File: config.mk
export PLATFORM = sky130hd
export DESIGN_NAME = escaped_delimiter_token_counter
export DESIGN_NICKNAME = d
export VERILOG_FILES = /design/src/rtl/edtc_pkg.sv /design/src/rtl/edtc_cell.sv /design/src/rtl/escaped_delimiter_token_counter.sv
export SDC_FILE = /design/constraint.sdc
export NUM_CORES = 1
export LEC_CHECK = 0
export BUFFER_PORTS_ARGS = -buffer_cell sky130_fd_sc_hd__buf_2
export CAP_MARGIN = 15
export CORE_ASPECT_RATIO = 1.25
export CORE_UTILIZATION = 36
export DETAILED_ROUTE_END_ITERATION = 8
export PLACE_DENSITY_LB_ADDON = 0.12
export SETUP_SLACK_MARGIN = 0.3
export SLEW_MARGIN = 10
export SYNTH_ARGS = -nofsm -noshare
export SYNTH_HDL_FRONTEND = slang
export SYNTH_HIERARCHICAL = 1
export SYNTH_SLANG_ARGS = --single-unit
File: constraint.sdc
create_clock -name clk -period 10.9 [get_ports clk]
set_input_delay 0 -clock clk [delete_from_list [all_inputs] [get_ports clk]]
set_output_delay 0 -clock clk [all_outputs]
set_load 0.01 [all_outputs]
File: src/rtl/edtc_pkg.sv
// Shared types and constants for the escaped delimiter token counter.
package edtc_pkg;

    localparam int BYTE_W   = 8;
    localparam int DELIM_W  = 64;
    localparam int DLEN_W   = 4;
    localparam int COUNT_W  = 16;
    localparam int RESULT_W = 17;
    localparam int CFG_IDX_W = 1;

    localparam logic [BYTE_W-1:0]   ESC_BYTE      = 8'h5C;
    localparam logic [COUNT_W-1:0]  COUNT_MAX     = 16'hFFFF;
    localparam logic [DELIM_W-1:0]  DELIM_RST     = 64'd44;
    localparam logic [DLEN_W-1:0]   DLEN_RST      = 4'd1;
    localparam logic [RESULT_W-1:0] RESULT_NO_DELIM = '1;

    // Configuration register indexes
    typedef enum logic [CFG_IDX_W-1:0] {
        REG_DELIM_BYTES = 1'b0,
        REG_DELIM_LEN   = 1'b1
    } cfg_reg_t;

    // Per-cell compare status handed to the control logic
    typedef struct packed {
        logic match_ok;   // byte agrees with its delimiter byte, or cell is beyond the delimiter
        logic esc_hit;    // cell sits just before the delimiter and holds a backslash
    } cell_stat_t;

endpackage

File: src/rtl/edtc_cell.sv
// One window cell: holds a recent byte, passes it on and compares against the delimiter.
module edtc_cell
    import edtc_pkg::*;
#(
    parameter int IDX   = 0,
    parameter int LEN_W = 4
)
(
    input  logic                 clk,
    input  logic                 shift_en,
    input  logic [BYTE_W-1:0]    byte_in,
    input  logic [DELIM_W-1:0]   delim_bytes,
    input  logic [LEN_W-1:0]     eff_len,
    output logic [BYTE_W-1:0]    byte_out,
    output cell_stat_t           stat
);

    logic [BYTE_W-1:0] byte_reg;
    logic [LEN_W-1:0]  pos;
    logic [2:0]        sel;
    logic [BYTE_W-1:0] want;
    logic              in_use;

    // Held byte moves to the neighbor on every shift
    always_ff @(posedge clk)
    begin
        if (shift_en)
        begin
            byte_reg <= byte_in;
        end
    end

    assign byte_out = byte_reg;

    // Byte entering this cell is window position IDX after the shift;
    // it lines up with delimiter byte eff_len-1-IDX.
    assign in_use = (LEN_W'(IDX) < eff_len);
    assign pos    = eff_len - LEN_W'(1) - LEN_W'(IDX);
    assign sel    = 3'(pos);
    assign want   = delim_bytes[BYTE_W*sel +: BYTE_W];

    always_comb
    begin
        stat.match_ok = !in_use || (byte_in == want);
        stat.esc_hit  = (LEN_W'(IDX) == eff_len) && (byte_in == ESC_BYTE);
    end

endmodule

File: src/rtl/escaped_delimiter_token_counter.sv
// Top level: delimiter window chain, match control and result register.
//
//  channel   | signals                          | direction | payload
//  ----------+----------------------------------+-----------+------------------------
//  byte      | byte_valid, byte_stall           | in        | ch[7:0]
//  count     | count_valid, count_stall         | out       | token_count[16:0] signed
//  cfg       | cfg_valid, cfg_ready             | in        | cfg_index, cfg_data[63:0]
//
// One byte is taken per clock while byte_stall is low; the window cells compare all delimiter
// positions in the same cycle, so match, escape check and count update are
// combinational. The count is registered and appears in the cycle after the zero byte.
// Async reset restores delim_bytes = ',' and delim_len = 1 and clears the string state.
// The byte channel stalls only while a finished count waits on a stalled output.
module escaped_delimiter_token_counter
    import edtc_pkg::*;
#(
    parameter int MAX_DELIM = 8
)
(
    input  logic                        clk,
    input  logic                        rst_n,
    input  logic                        byte_valid,
    output logic                        byte_stall,
    input  logic [BYTE_W-1:0]           ch,
    output logic                        count_valid,
    input  logic                        count_stall,
    output logic signed [RESULT_W-1:0]  token_count,
    input  logic                        cfg_valid,
    output logic                        cfg_ready,
    input  logic [CFG_IDX_W-1:0]        cfg_index,
    input  logic [DELIM_W-1:0]          cfg_data
);

    localparam int LEN_W  = $clog2(MAX_DELIM + 1);
    localparam int SEEN_W = $clog2(MAX_DELIM + 2);
    localparam int SKIP_W = (MAX_DELIM > 1) ? $clog2(MAX_DELIM) : 1;
    localparam logic [SEEN_W-1:0] SEEN_MAX = SEEN_W'(MAX_DELIM + 1);
    localparam logic [DLEN_W-1:0] DLEN_CAP = DLEN_W'(MAX_DELIM);

    // Configuration registers
    logic [DELIM_W-1:0] delim_bytes_reg;
    logic [DLEN_W-1:0]  delim_len_reg;

    // String state
    logic [SEEN_W-1:0]  seen_reg,  seen_next;
    logic [SKIP_W-1:0]  skip_reg,  skip_next;
    logic               seg_reg,   seg_next;
    logic [COUNT_W-1:0] count_reg, count_next;

    // Result register
    logic                       out_valid_reg, out_valid_next;
    logic [RESULT_W-1:0]        result_reg,    result_next;

    logic               accept;
    logic               is_end;
    logic               shift_en;
    logic [LEN_W-1:0]   eff_len;
    logic [DLEN_W-1:0]  len_cap;
    logic [SEEN_W-1:0]  seen_post;
    logic [SEEN_W-1:0]  len_ext;
    logic               all_match;
    logic               any_esc;
    logic               hit;
    logic               escaped;

    logic [BYTE_W-1:0]  chain [0:MAX_DELIM];
    cell_stat_t         stat  [0:MAX_DELIM];

    assign cfg_ready = 1'b1;

    // Configuration writes
    always_ff @(posedge clk or negedge rst_n)
    begin
        if (!rst_n)
        begin
            delim_bytes_reg <= DELIM_RST;
            delim_len_reg   <= DLEN_RST;
        end
        else if (cfg_valid && cfg_ready)
        begin
            unique case (cfg_reg_t'(cfg_index))
                REG_DELIM_BYTES: delim_bytes_reg <= cfg_data;
                REG_DELIM_LEN:   delim_len_reg   <= cfg_data[DLEN_W-1:0];
            endcase
        end
    end

    // Effective delimiter length: capped, and cut at the first zero byte
    assign len_cap = (delim_len_reg > DLEN_CAP) ? DLEN_CAP : delim_len_reg;

    always_comb
    begin
        eff_len = LEN_W'(len_cap);
        for (int k = MAX_DELIM - 1; k >= 0; k--)
        begin
            if ((DLEN_W'(k) < len_cap) && (delim_bytes_reg[BYTE_W*k +: BYTE_W] == '0))
            begin
                eff_len = LEN_W'(k);
            end
        end
    end

    // Handshake
    assign byte_stall = out_valid_reg && count_stall;
    assign accept     = byte_valid && !byte_stall;
    assign is_end     = (ch == '0);
    assign shift_en   = accept && !is_end;

    // Window chain: cell k sees window position k after the shift
    assign chain[0] = ch;

    for (genvar k = 0; k <= MAX_DELIM; k++)
    begin : g_cell
        if (k < MAX_DELIM)
        begin : g_link
            edtc_cell #(
                .IDX   (k),
                .LEN_W (LEN_W)
            ) u_cell (
                .clk         (clk),
                .shift_en    (shift_en),
                .byte_in     (chain[k]),
                .delim_bytes (delim_bytes_reg),
                .eff_len     (eff_len),
                .byte_out    (chain[k+1]),
                .stat        (stat[k])
            );
        end
        else
        begin : g_tail
            edtc_cell #(
                .IDX   (k),
                .LEN_W (LEN_W)
            ) u_cell (
                .clk         (clk),
                .shift_en    (shift_en),
                .byte_in     (chain[k]),
                .delim_bytes (delim_bytes_reg),
                .eff_len     (eff_len),
                .byte_out    (),
                .stat        (stat[k])
            );
        end
    end

    // Reduce cell status
    always_comb
    begin
        all_match = 1'b1;
        any_esc   = 1'b0;
        for (int k = 0; k <= MAX_DELIM; k++)
        begin
            all_match = all_match && stat[k].match_ok;
            any_esc   = any_esc || stat[k].esc_hit;
        end
    end

    assign seen_post = (seen_reg < SEEN_MAX) ? seen_reg + SEEN_W'(1) : seen_reg;
    assign len_ext   = SEEN_W'(eff_len);
    assign hit       = (eff_len != '0) && (skip_reg == '0) && (seen_post >= len_ext)
                       && all_match;
    assign escaped   = (seen_post > len_ext) && any_esc;

    // String state update
    always_comb
    begin
        seen_next  = seen_reg;
        skip_next  = skip_reg;
        seg_next   = seg_reg;
        count_next = count_reg;
        if (accept && is_end)
        begin
            seen_next  = '0;
            skip_next  = '0;
            seg_next   = 1'b1;
            count_next = '0;
        end
        else if (accept)
        begin
            seen_next = seen_post;
            seg_next  = 1'b0;
            if (eff_len != '0)
            begin
                if (skip_reg != '0)
                begin
                    skip_next = skip_reg - SKIP_W'(1);
                end
                else if (hit)
                begin
                    if (!escaped && count_reg != COUNT_MAX)
                    begin
                        count_next = count_reg + COUNT_W'(1);
                    end
                    seg_next  = 1'b1;
                    skip_next = SKIP_W'(eff_len - LEN_W'(1));
                end
            end
        end
    end

    // Result for the zero byte
    always_comb
    begin
        if (seen_reg == '0)
        begin
            result_next = '0;
        end
        else if (eff_len == '0)
        begin
            result_next = RESULT_NO_DELIM;
        end
        else if (!seg_reg && count_reg != COUNT_MAX)
        begin
            result_next = RESULT_W'(count_reg) + RESULT_W'(1);
        end
        else
        begin
            result_next = RESULT_W'(count_reg);
        end
    end

    // Output register
    always_comb
    begin
        out_valid_next = out_valid_reg && count_stall;
        if (accept && is_end)
        begin
            out_valid_next = 1'b1;
        end
    end

    always_ff @(posedge clk or negedge rst_n)
    begin
        if (!rst_n)
        begin
            seen_reg      <= '0;
            skip_reg      <= '0;
            seg_reg       <= 1'b1;
            count_reg     <= '0;
            out_valid_reg <= 1'b0;
        end
        else
        begin
            seen_reg      <= seen_next;
            skip_reg      <= skip_next;
            seg_reg       <= seg_next;
            count_reg     <= count_next;
            out_valid_reg <= out_valid_next;
        end
    end

    always_ff @(posedge clk)
    begin
        if (accept && is_end)
        begin
            result_reg <= result_next;
        end
    end

    assign count_valid = out_valid_reg;
    assign token_count = signed'(result_reg);

endmodule

==> metrics <==
outcome finished clean; share of post-route cells with drive strength above 1 0.256; Clock transition at path regs roughly 80 ps; IO Count 98; clk_lat worst skew 460 ps; CP required 11,290 ps; worst setup path class flop to flop; RSZ-0062 raised after global routing false; vias per inst roughly 6.1; maximum root-to-sink buffer count 2; Post-DP Area 0.0141 mm2; P&R area growth vs syn 14.8%; buffers and inverters on the worst path 2; Fmax ~0.13 GHz; Worst Tran Pin Value 1070 ps; postcts setup bufs 0; startpoint types flop; post-route setup TNS 0 ps; Max Cap Viol 0; first-pass GRT wire length roughly 70,000 um; PD cells approximately 190 mW/mm2; CTS Buf Count 17; initial antenna violation count 0; per-cell routed wire length 28.6 um; final hold vios 0; crit path capture type flop; clk root buf clkbuf_16; H-tree depth 4; detailed-route DRC error count 0; period utilization 0.688; Clock Sinks 174; Design Area, Final 0.0154 mm2; clk_skew 17.4 ps; port buffer count 96; largest net degree at the start of global routing 90; nets@finish between 1,000 and 1,500; post-CTS sizing 0; Ant. Diodes 0; peak supply drop 94.8 uV; core area 0.0365 mm2; worst hold path type primary input to flop; Cells after Synth 1,031; Die Y 218 um; # rows 78; P_leak slightly below 6 nW; CP Cell Sequence nor4_1 > nand2_1 > a2111oi_0 > o211ai_1 > inv_8 > buf_12 > mux4_2 > mux2i_1 > xor2_1 > nand4_1 > o32ai_1 > nand4_1 > or4_4 > a31oi_4 > nand4b_1 > a21o_1 > or4_1 > a21oi_1; cell mode on critical path nand4_1; grt total ovfl 0; Critical Path Slowest Stage Cell inv_8; synthesized area 0.0134 mm2; Die Area roughly 0.038 mm2; # setup viols final 0; CP peak stage delay 740 ps; max-slew violation count 0; Routed Antenna Nets 0; Max FO, Critical Path 89; Ys Warns 6; slew margin rel. 0.282; HPWL Detailed ~33,000 um; GPL Wtd Cong a little over 0.9; CP top delay family compound AO/OA/AOI/OAI gates; CP Data Arrival Time 7890 ps; Post-Synthesis Net Count 1,129; total global-route track usage 0.256; drt initial violations 823; Post-CTS Hold Buffers 74; minimum clock period 7500 ps; vias after detailed routing 10,200; Die X 175 um; drt total wl 47,700 um; number of global-route vias before repair 10,200; TritonRoute pass-1 iters 5; Avg Cell Area, Syn 13.0 um2; initial core utilization 0.368; CTS tree yes
[worst register-to-register path, stage by stage, from the launching register on]
cell and delay (ps):
dfrtp_1 590, nor4_1 340, nand2_1 150, a2111oi_0 460, o211ai_1 480, inv_8 740, buf_12 500, mux4_2 650
mux2i_1 610, xor2_1 210, nand4_1 120, o32ai_1 370, nand4_1 160, or4_4 550, a31oi_4 210, nand4b_1 120
a21o_1 460, or4_1 590, a21oi_1 150
[placed cells by master, fill, tap and decap left out, types with 4 or more instances in the layout]
cell,instances
dlygate4sd3_1,74
dfstp_2,5
mux2i_1,72
nor3_1,6
nand4b_1,6
mux2_2,72
nor4_1,33
inv_6,4
inv_1,21
or4_1,7
a21o_1,4
buf_2,95
a21oi_1,37
nand2b_1,4
clkinv_1,4
clkbuf_16,17
o21ai_0,22
ha_1,20
nand2_1,52
xor2_1,97
or3_1,15
mux4_2,64
a31o_2,4
a22oi_1,9
dfrtp_1,88
nand3_1,24
a31oi_1,8
nor2_1,36
xnor2_1,29
nand4_1,11
nor2b_1,8
mux4_1,60
buf_4,10
edfxtp_1,81
and3_1,7
[path summary, 6_finish.rpt]
check	start	end	slack, ps	depth (start not counted)
max reg2reg	delim_bytes_reg[60]	count_reg[15]	3400	18
min reg2reg	g_cell[6].g_link.u_cell/byte_out[6]	g_cell[7].g_link.u_cell/byte_out[6]	500	0
max in group asynchronous	rst_n	delim_bytes_reg[1]	9640	3
max	delim_bytes_reg[60]	count_reg[15]	3400	18
min	byte_valid	seen_reg[3]	4	4
min in group asynchronous	rst_n	count_reg[7]	30	2
[where the power goes]
part           leakage [nW]  switching [mW]  internal, mW  total [mW]
clock network         0.275           0.291         0.319       0.610
registers              1.91           0.216         0.758       0.974
logic                  3.73           0.661         0.635        1.30
[stage by stage]
stage          hold slack [ps]   util  setup WS, ps  power (mW)  cells
2_1_floorplan             -296      -          4490        1.88   1031
3_3_place_gp             -23.0  0.386          3580        2.23   1558
3_5_place_dp             -20.1  0.386          3580        2.24   1558
4_1_cts                  0.985  0.422          3550        2.87   1664
5_1_grt                   38.1  0.423          2920        3.01   1665
6_report                  3.89  0.423          3400        2.88   1665
[layer usage]
metal / wire [um] / up-vias / global-route usage / part of all wire
met2: 23200 / 457 / 0.426 / 0.49
li1: - / 4401 / - / -
met5: 0 / - / 0 / 0
met4: 3140 / 0 / 0.164 / 0.066
met1: 18500 / 5194 / 0.305 / 0.39
met3: 2800 / 120 / 0.0478 / 0.059
[final cells by class]
cell class / count / area (um2)
Clock inverter: 14 / 134
Multi-Input combinational cell: 773 / 8060
Inverter: 25 / 101
Fill cell: 3472 / 21100
Tap cell: 480 / 601
Sequential cell: 174 / 4770
Timing Repair Buffer: 181 / 1340
Clock buffer: 18 / 429
Power figures use the tool's default switching activity.
